$ cat config.mk
export PLATFORM = sky130hd
export DESIGN_NAME = sorted_delay_queue_top
export DESIGN_NICKNAME = d
export VERILOG_FILES = /design/src/rtl/sdq_pkg.sv /design/src/rtl/sdq_ram.sv /design/src/rtl/sdq_alu.sv /design/src/rtl/sorted_delay_queue_top.sv
export SDC_FILE = /design/constraint.sdc
export NUM_CORES = 1
export LEC_CHECK = 0
export ABC_CLOCK_PERIOD_IN_PS = 6900
export BUFFER_PORTS_ARGS = -buffer_cell sky130_fd_sc_hd__buf_2
export CAP_MARGIN = 20
export CORE_UTILIZATION = 45
export CTS_CLUSTER_SIZE = 40
export DETAILED_ROUTE_END_ITERATION = 8
export GPL_ROUTABILITY_DRIVEN = 1
export PLACE_DENSITY = 0.72
export SYNTH_ARGS = -nofsm -noshare
export SYNTH_HDL_FRONTEND = slang
export SYNTH_SLANG_ARGS = --single-unit
$ cat constraint.sdc
create_clock -name clock -period 6.9 [get_ports clock]
set_input_delay 0.345 -clock clock [delete_from_list [all_inputs] [get_ports clock]]
set_output_delay 0.345 -clock clock [all_outputs]
set_load 0.05 [all_outputs]
$ cat src/rtl/sdq_pkg.sv
// Package for the sorted delay queue: sizes, codes, entry types, pointer helpers.
// No dependencies.
package sdq_pkg;

   localparam int DEPTH             = 16;
   localparam int ADDR_WIDTH        = (DEPTH > 1) ? $clog2(DEPTH) : 1;
   localparam int COUNT_WIDTH       = $clog2(DEPTH + 1);
   localparam int VALUE_WIDTH       = 16;
   localparam int ENTRY_COUNT_WIDTH = 5;

   typedef logic [ADDR_WIDTH-1:0]        addr_type;
   typedef logic [COUNT_WIDTH-1:0]       count_type;
   typedef logic [VALUE_WIDTH-1:0]       value_type;
   typedef logic [ENTRY_COUNT_WIDTH-1:0] entry_count_type;

   localparam count_type COUNT_FULL = COUNT_WIDTH'(DEPTH);
   localparam addr_type  ADDR_LAST  = ADDR_WIDTH'(DEPTH - 1);

   typedef enum logic [1:0] {
      CMD_INSERT   = 2'd0,
      CMD_POP      = 2'd1,
      CMD_DECREASE = 2'd2
   } cmd_type;

   typedef enum logic [1:0] {
      STATUS_DONE  = 2'd0,
      STATUS_FULL  = 2'd1,
      STATUS_EMPTY = 2'd2
   } status_type;

   typedef struct packed {
      value_type tag;
      value_type remaining;
   } entry_type;

   localparam int ENTRY_WIDTH = $bits(entry_type);

   typedef struct packed {
      logic      greater;
      value_type sat_diff;
   } alu_result_type;

   function automatic addr_type ptr_next(input addr_type ptr);
      return (ptr == ADDR_LAST) ? '0 : ptr + 1'b1;
   endfunction

   function automatic addr_type ptr_prev(input addr_type ptr);
      return (ptr == '0) ? ADDR_LAST : ptr - 1'b1;
   endfunction

   function automatic entry_count_type count_low(input count_type count);
      logic [COUNT_WIDTH+ENTRY_COUNT_WIDTH-1:0] wide;
      wide = {{ENTRY_COUNT_WIDTH{1'b0}}, count};
      return wide[ENTRY_COUNT_WIDTH-1:0];
   endfunction

endpackage

$ cat src/rtl/sdq_ram.sv
// Generic single-write, single-read RAM with registered read data.
// No dependencies.
module sdq_ram #(
   parameter int WIDTH = 32,
   parameter int DEPTH = 16
) (
   input  logic                                       clock,
   input  logic                                       wr_en,
   input  logic [((DEPTH > 1) ? $clog2(DEPTH) : 1)-1:0] wr_addr,
   input  logic [WIDTH-1:0]                           wr_data,
   input  logic                                       rd_en,
   input  logic [((DEPTH > 1) ? $clog2(DEPTH) : 1)-1:0] rd_addr,
   output logic [WIDTH-1:0]                           rd_data
);

   logic [WIDTH-1:0] mem [DEPTH];
   logic [WIDTH-1:0] rd_data_ff;

   always_ff @(posedge clock) begin
      if (wr_en) begin
         mem[wr_addr] <= wr_data;
      end
      if (rd_en) begin
         rd_data_ff <= mem[rd_addr];
      end
   end

   assign rd_data = rd_data_ff;

endmodule

$ cat src/rtl/sdq_alu.sv
// Shared compare / saturating subtract unit for the delay queue sequencer.
// Depends on sdq_pkg.
module sdq_alu (
   input  sdq_pkg::value_type      entry_value,
   input  sdq_pkg::value_type      operand,
   output sdq_pkg::alu_result_type result
);
   import sdq_pkg::*;

   value_type diff;

   assign diff           = entry_value - operand;
   assign result.greater = entry_value > operand;
   assign result.sat_diff = result.greater ? diff : '0;

endmodule

$ cat src/rtl/sorted_delay_queue_top.sv
// Top level of the sorted delay queue: sequencer, entry RAM and shared ALU.
// Depends on sdq_pkg, sdq_ram and sdq_alu.
//
// Usage:
//   Input channel: drive req_* and raise start; the item is taken at a rising
//   edge where start is high and busy is low. busy stays high until the result
//   is issued.
//   Result channel: rsp_valid is high for exactly one cycle with rsp_* valid;
//   the receiver cannot stall, so the result must be taken in that cycle.
//   Entries sit in a circular buffer in one RAM; each entry visited takes a
//   RAM read, then a compare/write through the shared unit.
//   Steps from accept to rsp_valid, ending with a read of the head, if any:
//     insert: walk back from the tail until the slot fits, then write; none if full
//     pop: read and remove the head entry; none if empty
//     decrease: read and update every held entry; none if empty
//     unused code: none
//   A new item may be started in the cycle rsp_valid is high.
//   Reset empties the queue at once; no clearing pass is needed.
module sorted_delay_queue_top (
   input  logic                         clock,
   input  logic                         reset,
   input  logic                         start,
   output logic                         busy,
   input  logic [1:0]                   req_cmd,
   input  sdq_pkg::value_type           req_job_tag,
   input  sdq_pkg::value_type           req_delay_seconds,
   input  sdq_pkg::value_type           req_decrease_amount,
   output logic                         rsp_valid,
   output logic [1:0]                   rsp_status,
   output sdq_pkg::value_type           rsp_popped_tag,
   output sdq_pkg::value_type           rsp_popped_remaining,
   output logic                         rsp_head_valid,
   output sdq_pkg::value_type           rsp_head_remaining,
   output sdq_pkg::entry_count_type     rsp_entry_count
);
   import sdq_pkg::*;

   typedef enum logic [3:0] {
      IDLE,
      INS_READ,
      INS_WAIT,
      INS_WRITE,
      POP_READ,
      POP_WAIT,
      DEC_READ,
      DEC_WAIT,
      HEAD_READ,
      HEAD_WAIT
   } state_type;

   state_type       state_ff, state_in;
   addr_type        head_ff, head_in;
   addr_type        tail_ff, tail_in;
   addr_type        cur_ff, cur_in;
   count_type       count_ff, count_in;
   count_type       left_ff, left_in;
   value_type       tag_ff, tag_in;
   value_type       delay_ff, delay_in;
   value_type       amount_ff, amount_in;
   logic            rsp_valid_ff, rsp_valid_in;
   status_type      rsp_status_ff, rsp_status_in;
   value_type       rsp_popped_tag_ff, rsp_popped_tag_in;
   value_type       rsp_popped_remaining_ff, rsp_popped_remaining_in;
   logic            rsp_head_valid_ff, rsp_head_valid_in;
   value_type       rsp_head_remaining_ff, rsp_head_remaining_in;
   entry_count_type rsp_entry_count_ff, rsp_entry_count_in;

   logic           ram_wr_en;
   addr_type       ram_wr_addr;
   entry_type      ram_wr_data;
   logic           ram_rd_en;
   addr_type       ram_rd_addr;
   entry_type      ram_rd_data;
   value_type      alu_operand;
   alu_result_type alu_result;

   sdq_ram #(
      .WIDTH(ENTRY_WIDTH),
      .DEPTH(DEPTH)
   ) u_sdq_ram (
      .clock  (clock),
      .wr_en  (ram_wr_en),
      .wr_addr(ram_wr_addr),
      .wr_data(ram_wr_data),
      .rd_en  (ram_rd_en),
      .rd_addr(ram_rd_addr),
      .rd_data(ram_rd_data)
   );

   assign alu_operand = (state_ff == INS_WAIT) ? delay_ff : amount_ff;

   sdq_alu u_sdq_alu (
      .entry_value(ram_rd_data.remaining),
      .operand    (alu_operand),
      .result     (alu_result)
   );

   always_comb begin
      ram_rd_en   = 1'b0;
      ram_rd_addr = head_ff;
      ram_wr_en   = 1'b0;
      ram_wr_addr = cur_ff;
      ram_wr_data = ram_rd_data;
      unique case (state_ff)
         INS_READ: begin
            ram_rd_en   = 1'b1;
            ram_rd_addr = ptr_prev(cur_ff);
         end
         INS_WAIT: begin
            ram_wr_en = alu_result.greater;
         end
         INS_WRITE: begin
            ram_wr_en             = 1'b1;
            ram_wr_data.tag       = tag_ff;
            ram_wr_data.remaining = delay_ff;
         end
         DEC_READ: begin
            ram_rd_en   = 1'b1;
            ram_rd_addr = cur_ff;
         end
         DEC_WAIT: begin
            ram_wr_en             = 1'b1;
            ram_wr_data.remaining = alu_result.sat_diff;
         end
         POP_READ, HEAD_READ: begin
            ram_rd_en = 1'b1;
         end
         default: begin
         end
      endcase
   end

   always_comb begin
      state_in                = state_ff;
      head_in                 = head_ff;
      tail_in                 = tail_ff;
      cur_in                  = cur_ff;
      count_in                = count_ff;
      left_in                 = left_ff;
      tag_in                  = tag_ff;
      delay_in                = delay_ff;
      amount_in               = amount_ff;
      rsp_valid_in            = 1'b0;
      rsp_status_in           = rsp_status_ff;
      rsp_popped_tag_in       = rsp_popped_tag_ff;
      rsp_popped_remaining_in = rsp_popped_remaining_ff;
      rsp_head_valid_in       = rsp_head_valid_ff;
      rsp_head_remaining_in   = rsp_head_remaining_ff;
      rsp_entry_count_in      = rsp_entry_count_ff;
      unique case (state_ff)
         IDLE: begin
            if (start) begin
               tag_in                  = req_job_tag;
               delay_in                = req_delay_seconds;
               amount_in               = req_decrease_amount;
               rsp_status_in           = STATUS_DONE;
               rsp_popped_tag_in       = '0;
               rsp_popped_remaining_in = '0;
               cur_in                  = tail_ff;
               left_in                 = count_ff;
               state_in                = HEAD_READ;
               unique case (req_cmd)
                  CMD_INSERT: begin
                     if (count_ff == COUNT_FULL) begin
                        rsp_status_in = STATUS_FULL;
                     end else if (count_ff == '0) begin
                        state_in = INS_WRITE;
                     end else begin
                        state_in = INS_READ;
                     end
                  end
                  CMD_POP: begin
                     if (count_ff == '0) begin
                        rsp_status_in = STATUS_EMPTY;
                     end else begin
                        state_in = POP_READ;
                     end
                  end
                  CMD_DECREASE: begin
                     cur_in = head_ff;
                     if (count_ff != '0) begin
                        state_in = DEC_READ;
                     end
                  end
                  default: begin
                  end
               endcase
            end
         end
         INS_READ: begin
            state_in = INS_WAIT;
         end
         INS_WAIT: begin
            if (alu_result.greater) begin
               cur_in   = ptr_prev(cur_ff);
               left_in  = left_ff - 1'b1;
               state_in = (left_ff == count_type'(1)) ? INS_WRITE : INS_READ;
            end else begin
               state_in = INS_WRITE;
            end
         end
         INS_WRITE: begin
            tail_in  = ptr_next(tail_ff);
            count_in = count_ff + 1'b1;
            state_in = HEAD_READ;
         end
         POP_READ: begin
            state_in = POP_WAIT;
         end
         POP_WAIT: begin
            rsp_popped_tag_in       = ram_rd_data.tag;
            rsp_popped_remaining_in = ram_rd_data.remaining;
            head_in                 = ptr_next(head_ff);
            count_in                = count_ff - 1'b1;
            state_in                = HEAD_READ;
         end
         DEC_READ: begin
            state_in = DEC_WAIT;
         end
         DEC_WAIT: begin
            cur_in   = ptr_next(cur_ff);
            left_in  = left_ff - 1'b1;
            state_in = (left_ff == count_type'(1)) ? HEAD_READ : DEC_READ;
         end
         HEAD_READ: begin
            rsp_entry_count_in = count_low(count_ff);
            if (count_ff == '0) begin
               rsp_head_valid_in     = 1'b0;
               rsp_head_remaining_in = '0;
               rsp_valid_in          = 1'b1;
               state_in              = IDLE;
            end else begin
               state_in = HEAD_WAIT;
            end
         end
         HEAD_WAIT: begin
            rsp_head_valid_in     = 1'b1;
            rsp_head_remaining_in = ram_rd_data.remaining;
            rsp_valid_in          = 1'b1;
            state_in              = IDLE;
         end
         default: begin
            state_in = IDLE;
         end
      endcase
   end

   always_ff @(posedge clock) begin
      if (reset) begin
         state_ff     <= IDLE;
         head_ff      <= '0;
         tail_ff      <= '0;
         count_ff     <= '0;
         rsp_valid_ff <= 1'b0;
      end else begin
         state_ff     <= state_in;
         head_ff      <= head_in;
         tail_ff      <= tail_in;
         count_ff     <= count_in;
         rsp_valid_ff <= rsp_valid_in;
      end
      cur_ff                  <= cur_in;
      left_ff                 <= left_in;
      tag_ff                  <= tag_in;
      delay_ff                <= delay_in;
      amount_ff               <= amount_in;
      rsp_status_ff           <= rsp_status_in;
      rsp_popped_tag_ff       <= rsp_popped_tag_in;
      rsp_popped_remaining_ff <= rsp_popped_remaining_in;
      rsp_head_valid_ff       <= rsp_head_valid_in;
      rsp_head_remaining_ff   <= rsp_head_remaining_in;
      rsp_entry_count_ff      <= rsp_entry_count_in;
   end

   assign busy                 = (state_ff != IDLE);
   assign rsp_valid            = rsp_valid_ff;
   assign rsp_status           = rsp_status_ff;
   assign rsp_popped_tag       = rsp_popped_tag_ff;
   assign rsp_popped_remaining = rsp_popped_remaining_ff;
   assign rsp_head_valid       = rsp_head_valid_ff;
   assign rsp_head_remaining   = rsp_head_remaining_ff;
   assign rsp_entry_count      = rsp_entry_count_ff;

endmodule

# --- Yosys cells after proc, flatten, opt, wreduce, memory -nomap -nowiden ---
# Memories as Yosys holds them, arrays and structs flattened. A register that Yosys moved wholly into a read port is not among the register bits.
# Index checks and enable logic that the tools add are counted.
# W data, S select, Z words.
classes:
  n_eq_ne: 19
  addsub: 8
  mux: 44
  order_cmp: 1
  reduce_logical: 17
op_table:
  columns: ["operator", "count"]
  rows:
  - ["$pmux W16 S2", 4]
  - ["$mux W16", 5]
  - ["$mux W4", 13]
  - ["$pmux W4 S8", 1]
  - ["$pmux W4 S3", 2]
  - ["$eq A4 B4 Y1 const B", 5]
  - ["$eq A4 B3 Y1 const B", 4]
  - ["$gt A16 B16 Y1", 1]
  - ["$sub A16 B16 Y16", 1]
  - ["$pmux W5 S3", 1]
  - ["$add A4 B1 Y4 const B", 3]
  - ["$mux W5", 2]
  - ["$pmux W5 S2", 1]
  - ["$sub A5 B1 Y5 const B", 2]
  - ["$eq A4 B2 Y1 const B", 2]
  - ["$logic_not A4 Y1", 2]
  - ["$mux W2", 4]
  - ["$pmux W4 S2", 1]
  - ["$mux W1", 6]
  - ["$pmux W1 S2", 3]
  - ["$reduce_and A2 Y1", 3]
  - ["$reduce_bool A2 Y1", 3]
  - ["$add A5 B1 Y5 const B", 1]
  - ["$eq A5 B1 Y1 const B", 1]
  - ["16 further kinds", 18]
totals:
  reg_bits: 131
  word_cells: 106
  output_inout_bits: 58
  mem_count: 1
  ramBits: 512
  inputBits: 53
mem_list:
  columns: ["memory", "depth", "width", "rd", "rd_ports_with_merged_regs", "write_ports", "line", "source"]
  rows:
  - ["u_sdq_ram.mem", 16, 32, 1, 1, 1, "sdq_ram.sv:16", "logic [WIDTH-1:0] mem [DEPTH];"]

# --- Logic depth before layout (Yosys ltp) ---
logic_depth:
  ltp_word: 6
  mapped_depth: 18
  depth_no_buf: 14

# --- Modules after synthesis ---
# Synthesis repeated with hierarchy kept, for this count alone.
hier_totals:
  hier_cells: 1536
  hier_area_um2: 27229.9
by_module_without_submodules:
  columns: ["mod", "cells_each", "area_per_inst_um2", "seq_area_each_um2", "n_inst"]
  rows:
  - ["sdq_ram", 838, 20155.6, 16335.7, 1]
  - ["sorted_delay_queue_top", 543, 6064.6, 3753.6, 1]
  - ["sdq_alu", 155, 1009.7, 0.0, 1]

# --- Worst setup path before layout ---
# Ideal clock, no wire load.
synth_path:
  path_type: "register -> register"
  from: "register state_ff[3]"
  to: "memory u_sdq_ram.mem[12][0], enable pin"
  n_path_buf: 4
  t_required_ps: 6432
  stages_incl_launch_ff: 15
  t_arrival_ps: 5779
  setup_ps: 468
  path_slack_ps: 653
  synth_period_minus_slack_ps: 6247
  cell_sequence: "dfxtp_1 buf_2 clkbuf_1 nor4b_1 clkbuf_1 buf_2 mux2i_1 fa_1 a21o_1 a221oi_1 o21ai_1 or3b_1 a211oi_2 nor2_1 nor3b_1"
synth_between:
  elab_chain_cells: 6
  word_cells_on_any_way: 9
  classes_between: "order compare (1); eq/ne (3); mux (4); reduce/logical (1)"
synth_rtl:
  columns: ["element", "line", "source"]
  rows:
  - ["from (decl)", "sorted_delay_queue_top.sv:51", "state_type state_ff, state_in;"]
  - ["from (signal assigned)", "sorted_delay_queue_top.sv:256", "state_ff <= state_in;"]
  - ["$eq A4 B2 Y1", "sorted_delay_queue_top.sv:90, sorted_delay_queue_top.sv:104", null]
  - ["$mux W16", "sorted_delay_queue_top.sv:90", "assign alu_operand = (state_ff == INS_WAIT) ? delay_ff : amount_ff;"]
  - ["$gt A16 B16 Y1", "sdq_alu.sv:13", "assign result.greater = entry_value > operand;"]
  - ["$pmux W1 S2 (*)", "sorted_delay_queue_top.sv:104", "unique case (state_ff)"]
  - ["$mux W1 (*)", "sdq_ram.sv:20", "if (wr_en) begin"]
  - ["$mux W1 (not written as such) (*)", "sdq_ram.sv:21", "mem[wr_addr] <= wr_data;"]
  - ["to (decl)", "sdq_ram.sv:16", null]
# Every way passes the cells marked *; elsewhere a longest branch is shown, timed or not.

# --- Final worst setup path ---
layout_path:
  from: "register state_ff[1]"
  to: "memory u_sdq_ram.mem[14][31], enable pin"
# Same word-level chain as after synthesis.

==> results.cfg <==
[outcome]
status = finished clean

[place]
dp_hpwl_um = 36600
numPortBuffers = 110
gp_congestion = 0.881

[yosys]
synth.distinct_cells = 63
synth_xor_area_share_pct = 0.841
synth.ff_latch_count = 675
yosysWarnings = 0
ys.flop_type = edfxtp_1
ys_seq_area_share_pct = 71.4
synth_top_family_by_area = compound AO/OA/AOI/OAI gates
yosys.area_share.simple_pct = 10.8
syn_area_um2 = 28100
syn-num-nets = 2101
synth_edf_count = 657
synth-adder-area-share_pct = 1.39
synth.top_cell.area_share_pct = 70.1
synthArstFlopShare_pct = 0
synthTopCellsByArea = edfxtp_1, nand2_1, a31oi_1, and3_1, a22oi_1
syn_inst = 2018
synth_compound_area_share_pct = 11.9
syn_area_per_cell_um2 = 13.9
synth.area.mux_share_pct = 0.747
yosysTopAreaCell = edfxtp_1

[final_layout]
drive_above_1_share_pct = 15.4
final_common_cell = edfxtp_1
final_nets = 2242
area_growth_pct = 15.1
diodes = 0
layout_common_cells = edfxtp_1, nand2_1, and3_1, a31oi_1, buf_2
fillerInstances = 4989

[worst_setup_path]
r2r_setup_slack_ns = 1.97
cpMaxStageDelayCell = dfxtp_1
path_max_fanout = 21
max_stage_delay_ns = 0.60
ff2ff_path_depth = 12
worstSetupStartpointType = flip-flop
required_ns = 7.15
crit_type = flip-flop to flip-flop
worstPathCellList = nor4b_2 -> buf_4 -> mux2i_1 -> fa_1 -> a21o_1 -> a221oi_1 -> o21ai_1 -> or3b_1 -> a211oi_2 -> o21ai_1 -> nor2_4 -> buf_4
crit_arrival_ns = 5.17
r2r-start = state_ff[1]
r2r-end = u_sdq_ram.mem[14][31]
end_kind = flip-flop

[global_route]
gr-usage-all-layers_pct = 21.1
grt_pass1_vias = 17800
grt_pass1_wl_um = 103000
grt_overflow_total = 0
antenna_found_initial = 0
grt_max_degree = 203

[routing]
wirelength_um = 67100
post-route-drc-count = 0
avgViaCountPerCell = 5.80
vias = 17600
drt_iter0_drc = 1583
dr.max_layer_used = met4
ant_nets = 0
wl_per_cell_um = 22.1
dr_wl_met3_um = 5170
wl_met1_um = 28500
met2_length_um = 31900
firstDrtPassIters = 5

[run]
cap_viol_max_count = 0

[die]
die_area_um2 = 63500
rows = 91
core-area_um2 = 61700
start_util_pct = 45.6
die_x_um = 252
die_h_um = 252
ios = 111

[clocking]
cts_buffers = 68
clkLatencyLatePin_ns = 0.61
postCtsSetupBuffers = 0
clockBufferDepth = 3
clk_pin_slew_ns = 0.06
cts_max_level = 3
cts_sinks = 675
clockRootBuffer = clkbuf_16
cts_tree = yes

[hold_path]
min_to = tail_ff[2]
hold_depth = 2
hold_start = reset
hold_class = primary input to flip-flop

[sta]
fin_worst_skew_ns = 0.0267
tightest_slew_ns = 1.41
final_hold_viol_count = 0
rsz0062_at_grt = no
period_share_pct = 71.4
drv_slew = 0
fin_tns_setup_ns = 0
setup_viol = 0
period_needed_ns = 4.93
slew_headroom_pct = 5.99
fmax_ghz = 0.203

[power_and_ir_drop]
peakVddDrop_mv = 0.222
clockPowerShare_pct = 35.5
total_power_uw = 9700
p_sw_uw = 2540
p_per_area_nw_per_um2 = 300
leakage_uw = 0.0111
combPwrFrac_pct = 13.6
seq_power_share_pct = 50.9
power_switching_share_pct = 26.2
power.internal_uw = 7160
## layer usage
metal / global-route usage, % / vias up
li1: - / 7981
met1: 28.7 / 8792
met2: 34.1 / 756
met3: 4.01 / 106
met4: 6.93 / 0
met5: 0 / -
## critical path, delay by kind of cell (launching register included)
| kind | cells | cell delay [ns] |
|---|---|---|
| compound gates | 5 | 1.35 |
| simple gates | 3 | 1.19 |
| buf+inv | 2 | 0.78 |
| flops | 1 | 0.60 |
| mux | 1 | 0.33 |
| fa+ha+maj | 1 | 0.29 |
## how the worst max path moves through the flow
stage | endpoint | startpoint | cells past startpoint | slack (ns)
after floorplan | u_sdq_ram.mem[12][0] | state_ff[3] | 14 | 0.65
after global placement | u_sdq_ram.mem[15][18] | state_ff[1] | 11 | 2.16
after detailed placement | u_sdq_ram.mem[11][22] | state_ff[1] | 11 | 1.95
after CTS | u_sdq_ram.mem[11][4] | state_ff[1] | 11 | 1.93
after global routing | u_sdq_ram.mem[14][31] | state_ff[1] | 15 | 1.63
final | u_sdq_ram.mem[14][31] | state_ff[1] | 12 | 1.97
## state kept, by name, summed over array words and instances (netlist names), 4 cells and up
signal                cells
amount_ff                16
delay_ff                 16
count_ff                  5
rsp_popped_remaining     16
tail_ff                   4
left_ff                   5
cur_ff                    4
head_ff                   4
rsp_popped_tag           16
u_sdq_ram.rd_data        32
state_ff                  4
tag_ff                   16
u_sdq_ram.mem           512
rsp_head_remaining       16
rsp_entry_count           5
## synthesized netlist by cell type (all sizes together), types with 2 or more instances
cell / instances
a211oi: 130
nand3b: 4
a221oi: 3
mux2i: 21
and3: 131
a221o: 2
a311oi: 2
nor3: 10
or3b: 2
nand2: 374
xor2: 18
a31oi: 132
edfxtp: 657
a21oi: 37
nand3: 5
and2: 51
o21ai: 33
dfxtp: 18
fa: 2
ha: 28
xnor2: 9
inv: 19
or3: 2
buf: 94
or2: 2
nor2: 47
o31ai: 3
clkbuf: 47
nor4: 3
nand2b: 3
a21o: 13
o21bai: 3
nor2b: 7
o221ai: 2
a22oi: 84
nor3b: 4
## timing repair
item,CTS,global route
resized for setup,0,0
hold endpoints to repair,48,0
hold buffers,48,0
## power by group through the flow
stage / Sequential [uW] / Clock, uW / Combinational, uW
6_report: 4940 / 3450 / 1320
3_3_place_gp: 5010 / 0 / 1210
2_1_floorplan: 5110 / 0 / 754
4_1_cts: 4930 / 3500 / 1290
3_5_place_dp: 5020 / 0 / 1260
5_1_grt: 4950 / 3650 / 1430
## kinds of logic (layout without fill, tap and decap cells)
logic type	count (synthesis)	count (layout)
buf+inv	161	348
fa+ha+maj	30	30
xor+xnor	27	27
flops	675	675
mux	21	21
compound gates	453	453
simple gates	651	651
## through the flow
step | cells | instance area [um2] | setup slack, ns | hold slack (ns) | utilization (%)
after floorplan | 2018 | 28100 | 0.653 | 0.414 | -
after global placement | 2863 | 29500 | 2.16 | 0.493 | 47.8
after detailed placement | 2870 | 29600 | 1.95 | 0.523 | 48.0
after CTS | 3034 | 32200 | 1.93 | 0.0912 | 52.1
after global routing | 3042 | 32400 | 1.63 | 0.118 | 52.5
final | 3042 | 32400 | 1.97 | 0.118 | 52.5
## layout make-up
| type | instances | area [um2] | area share [%] |
|---|---|---|---|
| clock buffers | 90 | 1830 | 5.64 |
| clock inverters | 26 | 210 | 0.649 |
| inverters | 20 | 75.1 | 0.232 |
| multi-input cells | 1182 | 7450 | 23.0 |
| flip-flops and latches | 675 | 20100 | 62.1 |
| well taps | 837 | 1050 | 3.24 |
| repair buffers | 212 | 1670 | 5.15 |
Note: power is estimated with default switching activity, not from simulation.
